`config.mk`:
```
export PLATFORM = sky130hd
export DESIGN_NAME = pixel_grid_upscaler_top_flat
export DESIGN_NICKNAME = d
export VERILOG_FILES = /design/src/design/pgu_pkg.sv /design/src/design/pgu_if.sv /design/src/design/pixel_grid_upscaler_top.sv /design/src/design/pgu_front.sv /design/src/design/pgu_queue.sv /design/src/design/pgu_back.sv /design/src/flat_wrapper.sv
export SDC_FILE = /design/constraint.sdc
export NUM_CORES = 1
export LEC_CHECK = 0
export BUFFER_PORTS_ARGS = -buffer_cell sky130_fd_sc_hd__buf_2
export CORE_ASPECT_RATIO = 1.1
export CORE_MARGIN = 3
export CORE_UTILIZATION = 30
export CTS_CLUSTER_SIZE = 28
export DETAILED_ROUTE_END_ITERATION = 7
export GPL_TIMING_DRIVEN = 0
export PLACE_DENSITY_LB_ADDON = 0.25
export SLEW_MARGIN = 0
export SYNTH_ARGS = -nofsm -noshare
export SYNTH_HDL_FRONTEND = slang
export SYNTH_HIERARCHICAL = 1
export SYNTH_SLANG_ARGS = --single-unit
```
`constraint.sdc`:
```
create_clock -name clk -period 3.84 [get_ports clk]
set_clock_uncertainty 0.1 [all_clocks]
set_input_delay 0.192 -clock clk [delete_from_list [all_inputs] [get_ports clk]]
set_output_delay 0.192 -clock clk [all_outputs]
set_load 0.05 [all_outputs]
```
`src/design/pgu_pkg.sv`:
```
// Shared types, constants and a helper function for the pixel grid upscaler.
`default_nettype none
package pgu_pkg;

	localparam int LINE_PIXELS = 32;
	localparam int STRETCH_MAX = 16;

	localparam int COL_W     = 5;
	localparam int ROW_W     = 4;
	localparam int CH_W      = 8;
	localparam int COLOUR_W  = 3 * CH_W;
	localparam int PAT_W     = 2;
	localparam int STRETCH_W = 5;
	localparam int CFG_IDX_W = 1;
	localparam int CFG_W     = 5;

	localparam int LINE_AW = $clog2(LINE_PIXELS);
	// pixel index within a span, 0 .. STRETCH_MAX-1
	localparam int KW      = $clog2(STRETCH_MAX);

	// floor(x/3) as (x*43)>>7, exact for x below 128
	localparam int RECIP_MUL = 43;
	localparam int RECIP_SH  = 7;
	localparam int RECIP_W   = $clog2(RECIP_MUL + 1);

	localparam int QUEUE_DEPTH = 2;
	localparam int QUEUE_AW    = $clog2(QUEUE_DEPTH);
	localparam int QUEUE_CW    = $clog2(QUEUE_DEPTH + 1);

	typedef enum logic {
		MODE_LOAD = 1'b0,
		MODE_EMIT = 1'b1
	} mode_t;

	typedef enum logic [PAT_W-1:0] {
		PAT_PLAIN  = 2'd0,
		PAT_GRID   = 2'd1,
		PAT_SUBPIX = 2'd2
	} pattern_t;

	typedef enum logic [CFG_IDX_W-1:0] {
		CFG_PATTERN = 1'b0,
		CFG_STRETCH = 1'b1
	} cfg_idx_t;

	typedef struct packed {
		logic [COLOUR_W-1:0] colour;
		logic                row0;
	} pgu_cmd_t;

	// span geometry: last pixel index and the two stripe splits
	typedef struct packed {
		logic [KW-1:0] sm1;
		logic [KW-1:0] s1;
		logic [KW-1:0] s2;
	} pgu_geom_t;

	function automatic pgu_geom_t pgu_geometry(input logic [STRETCH_W-1:0] raw);
		pgu_geom_t                g;
		logic [KW-1:0]            m1;
		logic [KW+RECIP_W-1:0]    prod;
		logic [KW-1:0]            q;
		if (int'(raw) < 2) begin
			m1 = KW'(1);
		end else if (int'(raw) > STRETCH_MAX) begin
			m1 = KW'(STRETCH_MAX - 1);
		end else begin
			m1 = KW'(raw - STRETCH_W'(1));
		end
		prod  = (KW+RECIP_W)'(m1) * (KW+RECIP_W)'(RECIP_MUL);
		q     = KW'(prod >> RECIP_SH);
		g.sm1 = m1;
		g.s1  = q + KW'(1);
		g.s2  = KW'({q, 1'b1});
		return g;
	endfunction

endpackage
`default_nettype wire

```
`src/design/pgu_if.sv`:
```
// Handshake interfaces for source items and output pixels.
`default_nettype none
interface pgu_in_if
	import pgu_pkg::*;
();
	logic              valid;
	logic              ready;
	logic              mode;
	logic [COL_W-1:0]  column;
	logic [ROW_W-1:0]  sub_row;
	logic [CH_W-1:0]   red;
	logic [CH_W-1:0]   green;
	logic [CH_W-1:0]   blue;

	modport source (output valid, mode, column, sub_row, red, green, blue, input ready);
	modport sink   (input valid, mode, column, sub_row, red, green, blue, output ready);
endinterface

interface pgu_out_if
	import pgu_pkg::*;
();
	logic             valid;
	logic             ready;
	logic [CH_W-1:0]  out_red;
	logic [CH_W-1:0]  out_green;
	logic [CH_W-1:0]  out_blue;
	logic             last_of_run;

	modport source (output valid, out_red, out_green, out_blue, last_of_run, input ready);
	modport sink   (input valid, out_red, out_green, out_blue, last_of_run, output ready);
endinterface
`default_nettype wire

```
`src/design/pixel_grid_upscaler_top.sv`:
```
// Top level of the pixel grid upscaler: configuration registers and the three stages.
//
//  channel   dir  handshake      payload
//  item      in   valid/ready    mode, column, sub_row, red, green, blue
//  result    out  valid/ready    out_red, out_green, out_blue, last_of_run
//  cfg       in   cfg_we         cfg_index, cfg_data
//
//  A load item gives no pixels; an emit item gives stretch pixels, one per cycle while result.ready holds,
//  from the back-end span counter, spans following each other without gaps.
//  The first pixel of an emit is valid once the item has passed the front read register,
//  the queue entry, the span start and the output register.
//  Reset clears control only; the line store holds junk until each column is loaded.
//  A stalled output fills the two-entry queue, then the front end drops item.ready.
`default_nettype none
module pixel_grid_upscaler_top
	import pgu_pkg::*;
(
	input  wire logic                  clk,
	input  wire logic                  arst_n,
	pgu_in_if.sink                     item,
	pgu_out_if.source                  result,
	input  wire logic                  cfg_we,
	input  wire logic [CFG_IDX_W-1:0]  cfg_index,
	input  wire logic [CFG_W-1:0]      cfg_data
);

	pattern_t   pattern_q;
	pgu_geom_t  geom_q;
	pgu_cmd_t   f_cmd;
	pgu_cmd_t   q_cmd;
	logic       f_push;
	logic       q_full;
	logic       q_pop;
	logic       q_avail;

	always_ff @(posedge clk or negedge arst_n) begin
		if (!arst_n) begin
			pattern_q <= PAT_SUBPIX;
			geom_q    <= pgu_geometry(STRETCH_W'(10));
		end else if (cfg_we) begin
			case (cfg_idx_t'(cfg_index))
				CFG_PATTERN: pattern_q <= pattern_t'(cfg_data[PAT_W-1:0]);
				CFG_STRETCH: geom_q    <= pgu_geometry(cfg_data[STRETCH_W-1:0]);
				default:     pattern_q <= pattern_q;
			endcase
		end
	end

	pgu_front u_front (
		.clk       (clk),
		.arst_n    (arst_n),
		.item      (item),
		.cmd       (f_cmd),
		.cmd_valid (f_push),
		.cmd_full  (q_full)
	);

	pgu_queue u_queue (
		.clk       (clk),
		.arst_n    (arst_n),
		.push      (f_push),
		.push_data (f_cmd),
		.full      (q_full),
		.pop       (q_pop),
		.pop_data  (q_cmd),
		.not_empty (q_avail)
	);

	pgu_back u_back (
		.clk       (clk),
		.arst_n    (arst_n),
		.pattern   (pattern_q),
		.geom      (geom_q),
		.cmd       (q_cmd),
		.cmd_avail (q_avail),
		.cmd_pop   (q_pop),
		.result    (result)
	);

endmodule
`default_nettype wire

```
`src/design/pgu_front.sv`:
```
// Front end: takes items, writes loads into the line store, reads colour for emits.
`default_nettype none
module pgu_front
	import pgu_pkg::*;
(
	input  wire logic  clk,
	input  wire logic  arst_n,
	pgu_in_if.sink     item,
	output pgu_cmd_t   cmd,
	output logic       cmd_valid,
	input  wire logic  cmd_full
);

	logic [COLOUR_W-1:0] line_mem [LINE_PIXELS];
	logic [COLOUR_W-1:0] rdata_q;
	logic                valid_s1;
	logic                row0_s1;
	logic                acc;
	logic                push;

	assign push       = valid_s1 && !cmd_full;
	assign item.ready = !valid_s1 || !cmd_full;
	assign acc        = item.valid && item.ready;

	always_ff @(posedge clk) begin
		if (acc) begin
			if (mode_t'(item.mode) == MODE_LOAD) begin
				line_mem[item.column[LINE_AW-1:0]] <= {item.red, item.green, item.blue};
			end else begin
				rdata_q <= line_mem[item.column[LINE_AW-1:0]];
				row0_s1 <= (item.sub_row == '0);
			end
		end
	end

	always_ff @(posedge clk or negedge arst_n) begin
		if (!arst_n) begin
			valid_s1 <= 1'b0;
		end else if (acc && mode_t'(item.mode) == MODE_EMIT) begin
			valid_s1 <= 1'b1;
		end else if (push) begin
			valid_s1 <= 1'b0;
		end
	end

	assign cmd_valid  = push;
	assign cmd.colour = rdata_q;
	assign cmd.row0   = row0_s1;

	a_hold_s1: assert property (@(posedge clk) disable iff (!arst_n)
		valid_s1 && cmd_full |=> valid_s1)
		else $error("front stage dropped a stalled emit");
	a_no_acc_when_full: assert property (@(posedge clk) disable iff (!arst_n)
		valid_s1 && cmd_full |-> !acc)
		else $error("item taken while front stage stalled");

endmodule
`default_nettype wire

```
`src/design/pgu_queue.sv`:
```
// Short command queue between the front and back ends.
`default_nettype none
module pgu_queue
	import pgu_pkg::*;
(
	input  wire logic      clk,
	input  wire logic      arst_n,
	input  wire logic      push,
	input  wire pgu_cmd_t  push_data,
	output logic           full,
	input  wire logic      pop,
	output pgu_cmd_t       pop_data,
	output logic           not_empty
);

	pgu_cmd_t              entry_q [QUEUE_DEPTH];
	logic [QUEUE_AW-1:0]   wr_ptr_q;
	logic [QUEUE_AW-1:0]   rd_ptr_q;
	logic [QUEUE_CW-1:0]   count_q;

	assign full      = (count_q == QUEUE_CW'(QUEUE_DEPTH));
	assign not_empty = (count_q != '0);
	assign pop_data  = entry_q[rd_ptr_q];

	always_ff @(posedge clk) begin
		if (push) begin
			entry_q[wr_ptr_q] <= push_data;
		end
	end

	always_ff @(posedge clk or negedge arst_n) begin
		if (!arst_n) begin
			wr_ptr_q <= '0;
			rd_ptr_q <= '0;
			count_q  <= '0;
		end else begin
			if (push) begin
				wr_ptr_q <= (wr_ptr_q == QUEUE_AW'(QUEUE_DEPTH - 1)) ? '0 : wr_ptr_q + 1'b1;
			end
			if (pop) begin
				rd_ptr_q <= (rd_ptr_q == QUEUE_AW'(QUEUE_DEPTH - 1)) ? '0 : rd_ptr_q + 1'b1;
			end
			case ({push, pop})
				2'b10:   count_q <= count_q + 1'b1;
				2'b01:   count_q <= count_q - 1'b1;
				default: count_q <= count_q;
			endcase
		end
	end

	a_no_overflow: assert property (@(posedge clk) disable iff (!arst_n)
		push |-> !full)
		else $error("push into full queue");
	a_no_underflow: assert property (@(posedge clk) disable iff (!arst_n)
		pop |-> not_empty)
		else $error("pop from empty queue");

endmodule
`default_nettype wire

```
`src/design/pgu_back.sv`:
```
// Back end: expands each emit command into a span of output pixels.
`default_nettype none
module pgu_back
	import pgu_pkg::*;
(
	input  wire logic       clk,
	input  wire logic       arst_n,
	input  wire pattern_t   pattern,
	input  wire pgu_geom_t  geom,
	input  wire pgu_cmd_t   cmd,
	input  wire logic       cmd_avail,
	output logic            cmd_pop,
	pgu_out_if.source       result
);

	logic                busy_q;
	logic [KW-1:0]       k_q;
	logic [COLOUR_W-1:0] colour_q;
	logic                row0_q;
	logic                out_valid_q;
	logic [CH_W-1:0]     red_q, green_q, blue_q;
	logic                last_q;
	logic                advance;
	logic                at_last;
	logic [CH_W-1:0]     pr, pg, pb;
	logic                black;

	assign advance = busy_q && (!out_valid_q || result.ready);
	assign at_last = (k_q == geom.sm1);
	assign cmd_pop = cmd_avail && (!busy_q || (advance && at_last));
	assign black   = row0_q || (k_q == '0);

	always_comb begin
		pr = colour_q[3*CH_W-1:2*CH_W];
		pg = colour_q[2*CH_W-1:CH_W];
		pb = colour_q[CH_W-1:0];
		case (pattern)
			PAT_GRID: begin
				if (black) begin
					pr = '0; pg = '0; pb = '0;
				end
			end
			PAT_SUBPIX: begin
				if (black) begin
					pr = '0; pg = '0; pb = '0;
				end else if (k_q < geom.s1) begin
					pg = '0; pb = '0;
				end else if (k_q < geom.s2) begin
					pr = '0; pb = '0;
				end else begin
					pr = '0; pg = '0;
				end
			end
			default: begin
				// plain copy, also for the unused pattern code
			end
		endcase
	end

	always_ff @(posedge clk or negedge arst_n) begin
		if (!arst_n) begin
			busy_q      <= 1'b0;
			k_q         <= '0;
			out_valid_q <= 1'b0;
		end else begin
			if (advance) begin
				out_valid_q <= 1'b1;
			end else if (result.ready) begin
				out_valid_q <= 1'b0;
			end
			// a new span starts straight after the last pixel of the previous one
			if (cmd_pop) begin
				busy_q <= 1'b1;
				k_q    <= '0;
			end else if (advance) begin
				k_q <= k_q + 1'b1;
				if (at_last) begin
					busy_q <= 1'b0;
				end
			end
		end
	end

	always_ff @(posedge clk) begin
		if (cmd_pop) begin
			colour_q <= cmd.colour;
			row0_q   <= cmd.row0;
		end
		if (advance) begin
			red_q   <= pr;
			green_q <= pg;
			blue_q  <= pb;
			last_q  <= at_last;
		end
	end

	assign result.valid       = out_valid_q;
	assign result.out_red     = red_q;
	assign result.out_green   = green_q;
	assign result.out_blue    = blue_q;
	assign result.last_of_run = last_q;

	a_k_in_span: assert property (@(posedge clk) disable iff (!arst_n)
		busy_q |-> k_q <= geom.sm1)
		else $error("pixel index ran past the span");
	a_last_marked: assert property (@(posedge clk) disable iff (!arst_n)
		advance && at_last |=> result.valid && result.last_of_run)
		else $error("final pixel of span not marked");

endmodule
`default_nettype wire

```
`src/flat_wrapper.sv`:
```
// flat-port wrapper written by rule: the top's interface ports become plain ports
module pixel_grid_upscaler_top_flat import pgu_pkg::*;
  (clk, arst_n, cfg_we, cfg_index, cfg_data, item_valid, item_mode, item_column, item_sub_row, item_red, item_green, item_blue, item_ready, result_valid, result_out_red, result_out_green, result_out_blue, result_last_of_run, result_ready);
  pgu_in_if item_i ();
  pgu_out_if result_i ();
  input  wire logic clk;
  input  wire logic arst_n;
  input  wire logic cfg_we;
  input  wire logic [CFG_IDX_W-1:0] cfg_index;
  input  wire logic [CFG_W-1:0] cfg_data;
  input wire logic [$bits(item_i.valid)-1:0] item_valid;
  input wire logic [$bits(item_i.mode)-1:0] item_mode;
  input wire logic [$bits(item_i.column)-1:0] item_column;
  input wire logic [$bits(item_i.sub_row)-1:0] item_sub_row;
  input wire logic [$bits(item_i.red)-1:0] item_red;
  input wire logic [$bits(item_i.green)-1:0] item_green;
  input wire logic [$bits(item_i.blue)-1:0] item_blue;
  output wire logic [$bits(item_i.ready)-1:0] item_ready;
  output wire logic [$bits(result_i.valid)-1:0] result_valid;
  output wire logic [$bits(result_i.out_red)-1:0] result_out_red;
  output wire logic [$bits(result_i.out_green)-1:0] result_out_green;
  output wire logic [$bits(result_i.out_blue)-1:0] result_out_blue;
  output wire logic [$bits(result_i.last_of_run)-1:0] result_last_of_run;
  input wire logic [$bits(result_i.ready)-1:0] result_ready;
  assign item_i.valid = item_valid;
  assign item_i.mode = item_mode;
  assign item_i.column = item_column;
  assign item_i.sub_row = item_sub_row;
  assign item_i.red = item_red;
  assign item_i.green = item_green;
  assign item_i.blue = item_blue;
  assign item_ready = item_i.ready;
  assign result_valid = result_i.valid;
  assign result_out_red = result_i.out_red;
  assign result_out_green = result_i.out_green;
  assign result_out_blue = result_i.out_blue;
  assign result_last_of_run = result_i.last_of_run;
  assign result_i.ready = result_ready;
  pixel_grid_upscaler_top u_core (.clk(clk), .arst_n(arst_n), .item(item_i), .result(result_i), .cfg_we(cfg_we), .cfg_index(cfg_index), .cfg_data(cfg_data));
endmodule
```
==> out/metrics.yaml <==
clk_path_buf_depth: 3
synthTopCellsByArea: "edfxtp_1 75%, mux2i_1 11%, o22ai_1 3.0%, dfrtp_1 1.3%, nor4_1 0.87%"
p_per_area_nw_per_um2: 526.3
rsz0062_at_grt: "false"
crit_required_ns: 4.30
grt_pass1_vias: 19100
status: "finished, violations left"
end_kind: "register"
maxSlewViolCount: 4
cpLargestDelayFamily: "adder cells"
die_area_um2: 123600
synth_common_cells: "893 x edfxtp_1, 385 x mux2i_1, 171 x o22ai_1, 66 x nand2_1, 61 x buf_2"
n_fill_cell: 10940
grt_first_pass_wirelength_mm: 130.3
yosysMostFrequentCell: "edfxtp_1"
cts.sinks: 917
tightest_slew_ns: 1.570
vias: 18820
finalCriticalPeriod_ns: 3.676
gp_congestion: 0.7835
yosysTopAreaCellShare_pct: 74.86
vias_per_cell: 4.903
initial_utilization_pct: 30.34
cpMostUsedCell: "ha_4"
die_x_um: 335.5
violations: "max-capacitance violations, max-slew violations"
grt_use_total_pct: 14.47
async_flop_share_pct: 2.617
dpl.cell_count: 3627
overflow: 0
p_clk_share_pct: 37.5
finalPower_mw: 22.27
syn_nets: 2049
switching_power_mw: 5.267
power.share.combinational_pct: 10.5
core_area_um2: 118100
final_cells: 3838
pin_count: 72
synthesis.instances: 1980
antenna_found_initial: 8
slowest_stage: "dlygate4sd3_1"
yosysWarnings: 6
synth_seq_cells: 917
place_hpwl_mm: 58.70
setup_viol: 0
slew_headroom_pct: -5.629
slowest_delay_ns: 0.53
syn_avg_cell_area_um2: 18.09
wirelength_mm: 91.30
first_iter_violations: 1408
port_buffers: 70
cts.clk_slew.worst_paths_ns: 0.06
clock.fmax_mhz: 272.0
crit_arrival_ns: 4.14
rows: 132
path_cells: "dlygate4sd3_1 -> buf_4 -> inv_1 -> ha_4 -> nand2b_1 -> a21boi_4 -> nor2_2 -> ha_2 -> fa_1 -> ha_4 -> and4b_1 -> o311ai_4 -> o31ai_4 -> a21o_1 -> nand2_1 -> ha_1 -> nor4_2 -> o31ai_2"
finalCritPeriodShare_pct: 95.74
syn-cell-area_um2: 35820
switching_share_pct: 23.65
startpoint_type: "primary input"
cts-root-buf: "clkbuf_16"
drive_gt1_share_pct: 18.99
hp-class: "in2reg"
drc: 0
multiInputGateArea_um2: 8021
cell_internal_pwr_mw: 17.00
seq_area_um2: 27420
path_max_fanout: 4
p_seq_share_pct: 52.0
hold_viol: 0
grt_max_degree: 33
cts_tree: "built"
max-cap-violations: 3
die_y_um: 368.4
ys_seq_area_share_pct: 76.55
ys_types: 66
antenna_left: 0
yosys.area.top_type: "edfxtp_1"
synth_edf_count: 893
clkLatencyLatePin_ns: 0.65
cts_buffers: 93
area_growth_pct: 18.11
ys.flop_type: "edfxtp_1"
p_leak_nw: 14.59
drt_pass1_iterations: 5
critPathBufInv: 3
vdd_drop_max_mv: 0.3905
utilization_pct: 35.83
wl_per_cell_um: 23.79
worstSetupPathType: "in2reg"
nNetsFinal: 2291
htreeDepth: 3
-- cells in the final DEF (no fill, tap or decap), types with 5 or more instances in the layout --
cell	instances
o22ai_1	171
dlygate4sd3_1	37
nand4bb_1	6
ha_1	19
o21ai_1	10
clkinv_1	18
buf_2	129
clkbuf_1	45
nor4_1	47
buf_4	13
o22ai_2	21
o21ai_0	13
dfstp_2	6
a21bo_2	7
mux2_2	10
edfxtp_1	893
clkinv_2	19
a21oi_1	15
diode_2	6
clkbuf_16	96
nor2_4	28
dfrtp_1	18
nand2b_1	10
xor2_1	5
nand3_1	13
xnor2_1	7
nand2_1	66
buf_6	17
buf_12	14
mux2i_1	385
nor2_1	7
mux2_4	19
inv_1	24
buf_16	10
-- per-layer routing --
| metal | track usage (%) | vias up | part of all wire, % |
|---|---|---|---|
| met3 | 2.736 | 146 | 6.7 |
| met1 | 19.35 | 9672 | 43 |
| met4 | 4.271 | 4 | 2.6 |
| met5 | 0 | - | 0.026 |
| met2 | 23.95 | 574 | 48 |
| li1 | - | 8423 | - |
-- worst paths after layout --
path / startpoint / to / slack [ns] / cells past startpoint
max in group asynchronous: arst_n / u_core/u_queue/rd_ptr_q$_DFFE_PN0P_ / 1.72 / 4
min in group asynchronous: arst_n / u_core/u_back/k_q[3]$_DFFE_PN0P_ / 0.44 / 3
max: cfg_data[1] / u_core/geom_q[6]$_DFFE_PN1P_ / 0.16 / 18
min reg2reg: u_core/u_front/rdata_q[9]$_DFFE_PP_ / u_core/u_queue/entry_q[1][10]$_DFFE_PP_ / 0.35 / 0
max reg2reg: u_core/u_back/k_q[1]$_DFFE_PN0P_ / u_core/u_queue/count_q[1]$_DFFE_PN0P_ / 0.66 / 7
min: item_red[1] / u_core/u_front/line_mem[30][17]$_DFFE_PP_ / 0.007 / 1
-- kinds of logic (layout without fill, tap and decap cells) --
kind of cell | after synthesis | in the layout | synth area share (%)
AOI/OAI and AO/OA | 262 | 262 | 5.124
xor gates and xnor gates | 13 | 13 | 0.3388
adders and majority gates | 24 | 24 | 0.8802
buffers and inverters | 130 | 441 | 1.931
DFF | 917 | 917 | 76.55
muxes | 414 | 414 | 11.87
other | 1 | 7 | 0.01047
and+or+nand+nor | 219 | 219 | 3.294
-- repair_timing --
action / in CTS / in global routing
setup endpoints to repair: 0 / 2
hold buffers: 37 / 0
gates resized for setup: 0 / 12
endpoints found under the hold margin: 673 / 0
setup buffers: 0 / 4
-- metrics by stage --
| step | setup WS [ns] | hold slack [ns] | area [um2] | setup TNS, ns |
|---|---|---|---|---|
| floorplan | 0.3883 | -0.2036 | 35820 | 0 |
| global placement | -2.226 | 0.1083 | 38100 | -562.56 |
| detailed placement | -0.1613 | 0.1310 | 39010 | -0.2710 |
| CTS | 0.01398 | 0.001221 | 42180 | 0 |
| global route | 0.004528 | 0.02568 | 42300 | 0 |
| finish | 0.1636 | 0.006963 | 42310 | 0 |
-- sequential cells by signal, indices dropped and copies added (netlist names), 4 cells and up --
signal and cells:
u_core/u_back/result.out_blue 8, u_core/geom_q 11, u_core/u_back/result.out_red 8, u_core/u_back/k_q 4, u_core/u_back/result.out_green 8, u_core/u_queue/entry_q 50
u_core/u_front/rdata_q 24, u_core/u_back/colour_q 24, u_core/u_front/line_mem 768
-- power groups by stage --
stage	Combinational (mW)	Clock [mW]	Sequential, mW
6_report	2.35	8.35	11.6
5_1_grt	2.55	8.98	11.6
4_1_cts	2.34	8.57	11.6
3_5_place_dp	2.30	0	11.8
3_3_place_gp	2.21	0	11.8
2_1_floorplan	1.38	0	11.9
-- layout make-up --
cell class / instances / share of cell area [%]
Clock buffer: 117 / 5.864
Clock inverter: 47 / 0.7570
Inverter: 25 / 0.2218
Tap cell: 1541 / 4.557
Multi-Input combinational cell: 933 / 18.96
Sequential cell: 917 / 64.82
Buffer: 105 / 1.414
Antenna cell: 6 / 0.03549
Timing Repair Buffer: 147 / 3.377
Power figures use the tool's default switching activity.
